**config.mk**
```make
export PLATFORM = sky130hd
export DESIGN_NAME = eimt_ctrl
export DESIGN_NICKNAME = d
export VERILOG_FILES = /design/src/hdl/eimt_pkg.sv /design/src/hdl/eimt_ctrl.sv
export SDC_FILE = /design/constraint.sdc
export NUM_CORES = 1
export LEC_CHECK = 0
export ABC_AREA = 1
export BUFFER_PORTS_ARGS = -buffer_cell sky130_fd_sc_hd__buf_4
export CORE_AREA = 2 2 39 41
export CTS_CLUSTER_SIZE = 10
export DETAILED_ROUTE_END_ITERATION = 12
export DIE_AREA = 0 0 41 43
export PLACE_DENSITY_LB_ADDON = 0.3
export SYNTH_ARGS = -nofsm -noshare
export SYNTH_HDL_FRONTEND = slang
export SYNTH_SLANG_ARGS = --single-unit
```
**constraint.sdc**
```tcl
create_clock -name clk -period 1.07 [get_ports clk]
set_input_delay 0.107 -clock clk [delete_from_list [all_inputs] [get_ports clk]]
set_output_delay 0.107 -clock clk [all_outputs]
set_load 0.02 [all_outputs]
```
**src/hdl/eimt_pkg.sv**
```systemverilog
// ----------------------------------------------------------------------------
// eimt_pkg
// Shared types and constants of the expiring interval max table: field
// widths, stream packing offsets, controller states and the command and
// status bundles between controller and datapath.
// ----------------------------------------------------------------------------
package eimt_pkg;

	// field widths
	localparam int unsigned POS_W   = 20;
	localparam int unsigned PRICE_W = 30;
	localparam int unsigned KEY_W   = 32;
	localparam int unsigned OUT_W   = 31;
	localparam int unsigned SUM_W   = KEY_W + 1;

	// one table word: {valid, expiry, key}
	localparam int unsigned WORD_W  = 1 + POS_W + KEY_W;

	// input tdata: start_pos, end_pos, base_price, position (lowest first)
	localparam int unsigned START_LSB = 0;
	localparam int unsigned END_LSB   = START_LSB + POS_W;
	localparam int unsigned PRICE_LSB = END_LSB + POS_W;
	localparam int unsigned POS_LSB   = PRICE_LSB + PRICE_W;
	localparam int unsigned IN_BITS   = POS_LSB + POS_W;
	localparam int unsigned IN_DATA_W = ((IN_BITS + 7) / 8) * 8;

	// output tdata: best_price, none_active, table_full (lowest first)
	localparam int unsigned OUT_BITS   = OUT_W + 2;
	localparam int unsigned OUT_DATA_W = ((OUT_BITS + 7) / 8) * 8;
	localparam int unsigned OUT_PAD_W  = OUT_DATA_W - OUT_BITS;

	// item kind carried on tuser
	localparam logic KIND_ADD  = 1'b0;
	localparam logic KIND_TICK = 1'b1;

	typedef enum logic [2:0] {
		ST_CLEAR,
		ST_IDLE,
		ST_ADD,
		ST_TICK,
		ST_RESULT
	} state_t;

	typedef struct packed {
		logic take;      // ready for an input transaction
		logic clear_wr;  // sweep the table invalid
		logic issue;     // issue a table read at the scan counter
		logic add_run;   // look for a free slot in the read data
		logic tick_run;  // evict and track the maximum in the read data
		logic out_load;  // load the output register
	} ctl_cmd_t;

	typedef struct packed {
		logic cnt_end;   // scan counter reached the capacity
		logic pipe_busy; // a read is in flight
		logic free_hit;  // read data shows a free slot during an add
		logic full;      // every slot is taken
		logic out_free;  // the output register can take a result
	} dp_stat_t;

endpackage

```
**src/hdl/eimt_ctrl.sv**
```systemverilog
// ----------------------------------------------------------------------------
// eimt_ctrl
// Controller of the expiring interval max table: clearing pass, add scan,
// tick scan and result hand-off.
// ----------------------------------------------------------------------------
module eimt_ctrl (
	input  logic                clk,
	input  logic                arst_n,
	input  logic                s_tvalid,
	input  logic                s_tuser,
	input  eimt_pkg::dp_stat_t  stat,
	output eimt_pkg::ctl_cmd_t  cmd
);

	eimt_pkg::state_t state_q;
	eimt_pkg::state_t state_nxt;

	always_ff @(posedge clk or negedge arst_n) begin
		if (!arst_n) begin
			state_q <= eimt_pkg::ST_CLEAR;
		end else begin
			state_q <= state_nxt;
		end
	end

	always_comb begin
		cmd       = '0;
		state_nxt = state_q;
		unique case (state_q)
			eimt_pkg::ST_CLEAR: begin
				cmd.clear_wr = 1'b1;
				if (stat.cnt_end) begin
					state_nxt = eimt_pkg::ST_IDLE;
				end
			end
			eimt_pkg::ST_IDLE: begin
				cmd.take = 1'b1;
				if (s_tvalid) begin
					if (s_tuser == eimt_pkg::KIND_TICK) begin
						state_nxt = eimt_pkg::ST_TICK;
					end else if (stat.full) begin
						state_nxt = eimt_pkg::ST_RESULT;
					end else begin
						state_nxt = eimt_pkg::ST_ADD;
					end
				end
			end
			eimt_pkg::ST_ADD: begin
				cmd.issue   = 1'b1;
				cmd.add_run = 1'b1;
				if (stat.free_hit) begin
					state_nxt = eimt_pkg::ST_RESULT;
				end
			end
			eimt_pkg::ST_TICK: begin
				cmd.issue    = 1'b1;
				cmd.tick_run = 1'b1;
				if (stat.cnt_end && !stat.pipe_busy) begin
					state_nxt = eimt_pkg::ST_RESULT;
				end
			end
			eimt_pkg::ST_RESULT: begin
				if (stat.out_free) begin
					cmd.out_load = 1'b1;
					state_nxt    = eimt_pkg::ST_IDLE;
				end
			end
			default: begin
				state_nxt = eimt_pkg::ST_CLEAR;
			end
		endcase
	end

endmodule

```
; ---- Yosys cells after proc, flatten, opt, wreduce, memory -nomap -nowiden
; Cells that the tools add are included.
[op_classes]
reduce_logical = 5
n_mux = 15
n_eq_ne = 9
[op_table]
columns = cell, n
row1 = 2-to-1 mux 3 bit, 7
row2 = case mux 3 bit (5 select lines), 1
row3 = "!= test 2 bit, second input constant", 5
row4 = 2-to-1 mux 1 bit, 7
row5 = "equality test 3 x 2 -> 1 bit, second input constant", 2
row6 = AND reduction 5 bit, 1
row7 = "equality test 3 x 1 -> 1 bit, second input constant", 1
row8 = "equality test 3 bit, second input constant", 1
row9 = zero test 3 bit, 1
row10 = OR reduction 2 bit, 1
row11 = logical AND 1 bit, 1
row12 = zero test 1 bit, 1
[totals]
input_bits = 9
wordCells = 30
regBits = 3

; ---- Depth between registers and ports, before layout
[depth]
ltp_word = 4
depth_mapped = 7
mapped_depth_nobuf = 7

; ---- Least setup slack after synthesis
; Ideal clock, no wire load.
[synth_timing]
path_kind = register to register
from = register state_q[2]
to = register state_q[1]
synth_period_minus_slack_ps = 1189
stages_incl_launch_ff = 8
slack_ps = -119
path_buffers = 1
setup_time_ps = 121
arrival_time_ps = 1068
path_cell_list = dfrtp_1 buf_6 nor2_2 nand3b_1 nand2_1 inv_1 nand3_1 nand2_1
[synth_between]
elab_chain_cells = 3
word_cells_on_any_way = 12
classes_between = 9 x eq/ne / 1 x mux / 2 x reduce/logical
[synth_lines]
columns = item, line_no
row1 = start: declaration, eimt_ctrl.sv:15  ; eimt_pkg::state_t state_q;
row2 = start signal: assignment, eimt_ctrl.sv:20  ; state_q <= eimt_pkg::ST_CLEAR;
row3 = start signal: assignment, eimt_ctrl.sv:22  ; state_q <= state_nxt;
row4 = "equality test 3 x 2 -> 1 bit, or another cell as far along", eimt_ctrl.sv:29  ; unique case (state_q)
row5 = != test 2 bit (no source line), -
row6 = AND reduction 5 bit (no source line), -
; Several ways; a longest one is shown, not always the timed one.
; A chain may end at the register's enable or synchronous reset.

==> tab_implementation.tex <==
\begin{tabular}{lr}
\hline
Metric & Value \\
\hline
\multicolumn{2}{l}{\textbf{Worst setup path}} \\
\quad Biggest fanout along the worst timing path & 6 \\
\quad Crit path cell chain & buf\_6 -> nor2\_4 -> buf\_6 -> buf\_6 \\
\quad Kind of end point of the critical path & output pin \\
\quad Largest incremental delay on the critical path & 0.45 ns \\
\quad CP Class & reg2out \\
\quad Cell repeated most along the worst path & sky130\_fd\_sc\_hd\_\_buf\_6 \\
\quad Number of buffer and inverter stages on the critical path & 3 \\
\quad Data arrival time of the worst path & 1.15 ns \\
\quad Critical path's slowest cell & sky130\_fd\_sc\_hd\_\_dfrtp\_2 \\
\quad Crit path required time & 0.96 ns \\
\quad Nature of the critical path startpoint & flop \\
\quad Cell family with most CP delay & flip-flops \\
\multicolumn{2}{l}{\textbf{Power}} \\
\quad Power share of the clock group & 13.5\% \\
\quad Maximum ir drop on the vdd rail & 0.0008659 V \\
\quad Int Pwr & 796.6 uW \\
\quad Post-layout total power & between 1 and 1.5 mW \\
\quad Sequential fraction of design power & 19.8\% \\
\quad Reported net switching power & 682.4 uW \\
\quad Leakage power & between 0.3 and 0.4 nW \\
\quad Net switching fraction of the power & between 40\% and 50\% \\
\quad Logic gate share of total power & between 60\% and 70\% \\
\quad Pwr per Cell Area & 2515 nW/um\^{}2 \\
\multicolumn{2}{l}{\textbf{Timing}} \\
\quad Smallest setup slack after layout & -0.1827 ns \\
\quad Post-route clock skew & $\sim$0.0079 ns \\
\quad Shortest period the worst path allows & about 1.3 ns \\
\quad Total negative slack & -1.341 ns \\
\quad Hold Violations, Final & 0 \\
\quad Maximum operating frequency & 798.3 MHz \\
\quad Pins over their slew limit & 0 \\
\quad Worst slew pin tran & 0.1979 ns \\
\quad Number of failing setup endpoints in the final timing report & 9 \\
\quad Unrepaired setup endpoints after global routing & yes \\
\quad Worst slew slack as a fraction of its limit & just under 90\% \\
\quad Portion of the clock cycle consumed by the worst path in the final layout & 117.1\% \\
\multicolumn{2}{l}{\textbf{Synthesis}} \\
\quad Average instance area after synthesis & 6.310 sq um \\
\quad Multiplexer fraction of the synthesized cell area & 0\% \\
\quad Main combinational cell family by area after synthesis & simple AND/OR/NAND/NOR gates \\
\quad Number of nets produced by synthesis & 55 \\
\quad Fraction of the mapped netlist area in simple logic gates & 47.84\% \\
\quad Part of the Yosys area used for sequential elements & 25.86\% \\
\quad Distinct cell type count of the synthesized netlist & 16 \\
\quad Share of synthesized cell area in full adder, half adder and majority cells & 0\% \\
\quad Flip-flop and latch count after synthesis & 3 \\
\quad Number of standard cells after synthesis & 46 \\
\quad Synth Warn \# & 0 \\
\quad Post-synthesis instance area & roughly 290 sq um \\
\quad Complex-gate fraction of the synthesized area & 8.190\% \\
\quad Xor/xnor share of the synthesized area & 0\% \\
\multicolumn{2}{l}{\textbf{CTS}} \\
\quad Number of buffers added by the clock tree synthesis step & 3 \\
\quad Clock latency of the later-clocked register in the worst-skew pair & 0.23 ns \\
\quad Clock tree from TritonCTS & yes \\
\quad Depth of the CTS H-tree & 1 \\
\quad Buffer levels on the longest clock path & 2 \\
\quad Clock sink count & 3 \\
\quad Clock slew at the register clock pins of the worst setup and hold paths & 0.04 ns \\
\quad CTS root buf & sky130\_fd\_sc\_hd\_\_clkbuf\_4 \\
\multicolumn{2}{l}{\textbf{Layout}} \\
\quad Filler Cell Count & approximately 150 \\
\quad Layout Area Growth over Synthesis & 102.6\% \\
\quad ANT cells & 0 \\
\quad Largest registers & state\_q (3) \\
\quad Fraction of layout instances using a drive strength above 1 & 59.72\% \\
\quad Commonest non-fill, non-tap cells in the layout & 15 x sky130\_fd\_sc\_hd\_\_buf\_4, 8 x sky130\_fd\_sc\_hd\_\_inv\_1, 7 x sky130\_fd\_sc\_hd\_\_buf\_6 \\
\quad Most common library cell in the layout ignoring fill and taps & sky130\_fd\_sc\_hd\_\_buf\_4 \\
\quad Biggest register & state\_q \\
\quad Post-layout nets & 82 \\
\quad Max reg flops & 3 \\
\quad Count of placed standard cells in the final layout, fillers left out & 88 \\
\multicolumn{2}{l}{\textbf{Global routing}} \\
\quad Number of global-route vias before repair & just under 400 \\
\quad Overall track demand over capacity in global routing & 12.45\% \\
\quad Grt ovf & 0 \\
\quad Wire length of the first global-routing pass & 1511 um \\
\quad Largest net degree at the start of global routing & 8 \\
\quad Antenna violations before repair & 0 \\
\multicolumn{2}{l}{\textbf{Placed design}} \\
\quad Global placement routability congestion & 0.8834 \\
\quad I/O Buffers & 14 \\
\quad DP Worst Slack & -0.09974 ns \\
\quad Placed Cells incl. Taps & 80 \\
\quad HPWL after detailed placement & about 610 um \\
\multicolumn{2}{l}{\textbf{Route}} \\
\quad Total Routed Length & 873 um \\
\quad Initial drt markers & 1 \\
\quad Remaining routing DRC violations & 0 \\
\quad Number of detailed-routing iterations run before antenna repair & 2 \\
\quad Drt wl/cell & roughly 9.9 um \\
\quad Total via count in the routed design & around 380 \\
\quad Antenna-violating nets left & 0 \\
\quad Vias per inst & 4.341 \\
\multicolumn{2}{l}{\textbf{Floorplan}} \\
\quad CORE AREA & about 1400 sq um \\
\quad Initial standard-cell utilization of the core & 20.98\% \\
\quad Horiz. Die Dim & 41 um \\
\quad Cell row count & 14 \\
\quad I/O pin cnt & 15 \\
\quad Overall die area & approximately 1800 sq um \\
\quad Die height & around 43 um \\
\multicolumn{2}{l}{\textbf{Worst hold path}} \\
\quad Worst min-delay path category & in2reg \\
\multicolumn{2}{l}{\textbf{Status}} \\
\quad Violated checks & setup timing \\
\quad Result of the run & finished with violations \\
\multicolumn{2}{l}{\textbf{Run}} \\
\quad Max-cap viol count & 0 \\
\hline
\end{tabular}
kinds of logic (layout without fill, tap and decap cells):
group / count (synthesis) / count (layout)
AOI/OAI and AO/OA: 4 / 4
buffers and inverters: 12 / 38
DFF: 3 / 3
and+or+nand+nor: 27 / 27
power by group through the flow:
stage / logic, mW / registers, mW / clock network [mW]
after floorplan: 0.525 / 0.211 / 0
after detailed placement: 0.758 / 0.243 / 0
after global routing: 1.09 / 0.301 / 0.224
final: 0.987 / 0.292 / 0.199
after CTS: 0.948 / 0.291 / 0.210
after global placement: 0.765 / 0.240 / 0
final timing paths:
| check | from | endpoint | slack (ns) | cells after the start |
|---|---|---|---|---|
| worst max-delay path | state_q[2]$_DFFE_PN0P_ | cmd[1] | -0.18 | 4 |
| worst min-delay path | stat[1] | state_q[1]$_DFFE_PN0P_ | 0.18 | 4 |
| worst max register to register | state_q[2]$_DFFE_PN0P_ | state_q[1]$_DFFE_PN0P_ | -0.17 | 8 |
| worst min register to register | state_q[2]$_DFFE_PN0P_ | state_q[2]$_DFFE_PN0P_ | 0.70 | 3 |
| max in group asynchronous | arst_n | state_q[1]$_DFFE_PN0P_ | 0.76 | 2 |
| min in group asynchronous | arst_n | state_q[0]$_DFFE_PN0P_ | 0.20 | 2 |
cell usage after synthesis, drive strengths merged:
cell,n,area [sq um]
a21oi,1,5.000
nand3b,2,15.01
dfrtp,3,75.07
nand3,8,45.04
o22ai,1,6.260
inv,11,41.29
nor2,6,30.03
nor3,2,10.01
o21bai,1,7.510
buf,1,11.26
o21ai,1,5.000
nand2,9,38.79
what timing repair did:
| item | CTS | global route |
|---|---|---|
| setup buffers | 3 | 0 |
| endpoints found under the setup margin | 9 | 9 |
| hold buffers | 1 | 0 |
| endpoints found under the hold margin | 3 | 0 |
| resized for setup | 19 | 3 |
| pin swaps | 6 | 4 |
metrics by stage:
| stage | hold WS, ns | cell area (sq um) | utilization [%] |
|---|---|---|---|
| finish | 0.1788 | 588.1 | 42.50 |
| global route | 0.1997 | 588.1 | 42.50 |
| CTS | 0.1717 | 573.1 | 41.41 |
| detailed placement | -0.09933 | 451.7 | 32.64 |
| global placement | -0.09966 | 451.7 | 32.64 |
| floorplan | -0.1886 | 300.3 | - |
worst register-to-register path, cell delays in order, from the launching register on:
cell and delay [ns]:
sky130_fd_sc_hd__dfrtp_2 0.45, sky130_fd_sc_hd__buf_6 0.15, sky130_fd_sc_hd__nor2_4 0.11, sky130_fd_sc_hd__buf_4 0.12, sky130_fd_sc_hd__nand2_4 0.05, sky130_fd_sc_hd__nand2_4 0.08, sky130_fd_sc_hd__nor2_4 0.04, sky130_fd_sc_hd__nand3_1 0.06
sky130_fd_sc_hd__nand2_1 0.05
layer usage:
layer | vias up | wire [um] | global-route usage [%]
li1 | 195 | - | -
met4 | 0 | 12 | 8.000
met1 | 173 | 358 | 15.11
met2 | 12 | 451 | 19.38
met3 | 2 | 49 | 1.571
met5 | - | 0 | 0
layout make-up:
cell class | count | area [sq um] | share of cell area, %
inverters | 11 | 43.79 | 7.447
repair buffers | 23 | 201.4 | 34.26
clock buffers | 4 | 26.28 | 4.468
multi-input cells | 31 | 217.7 | 37.02
well taps | 16 | 20.02 | 3.404
flip-flops and latches | 3 | 78.83 | 13.40
Note: power is estimated with default switching activity, not from simulation.
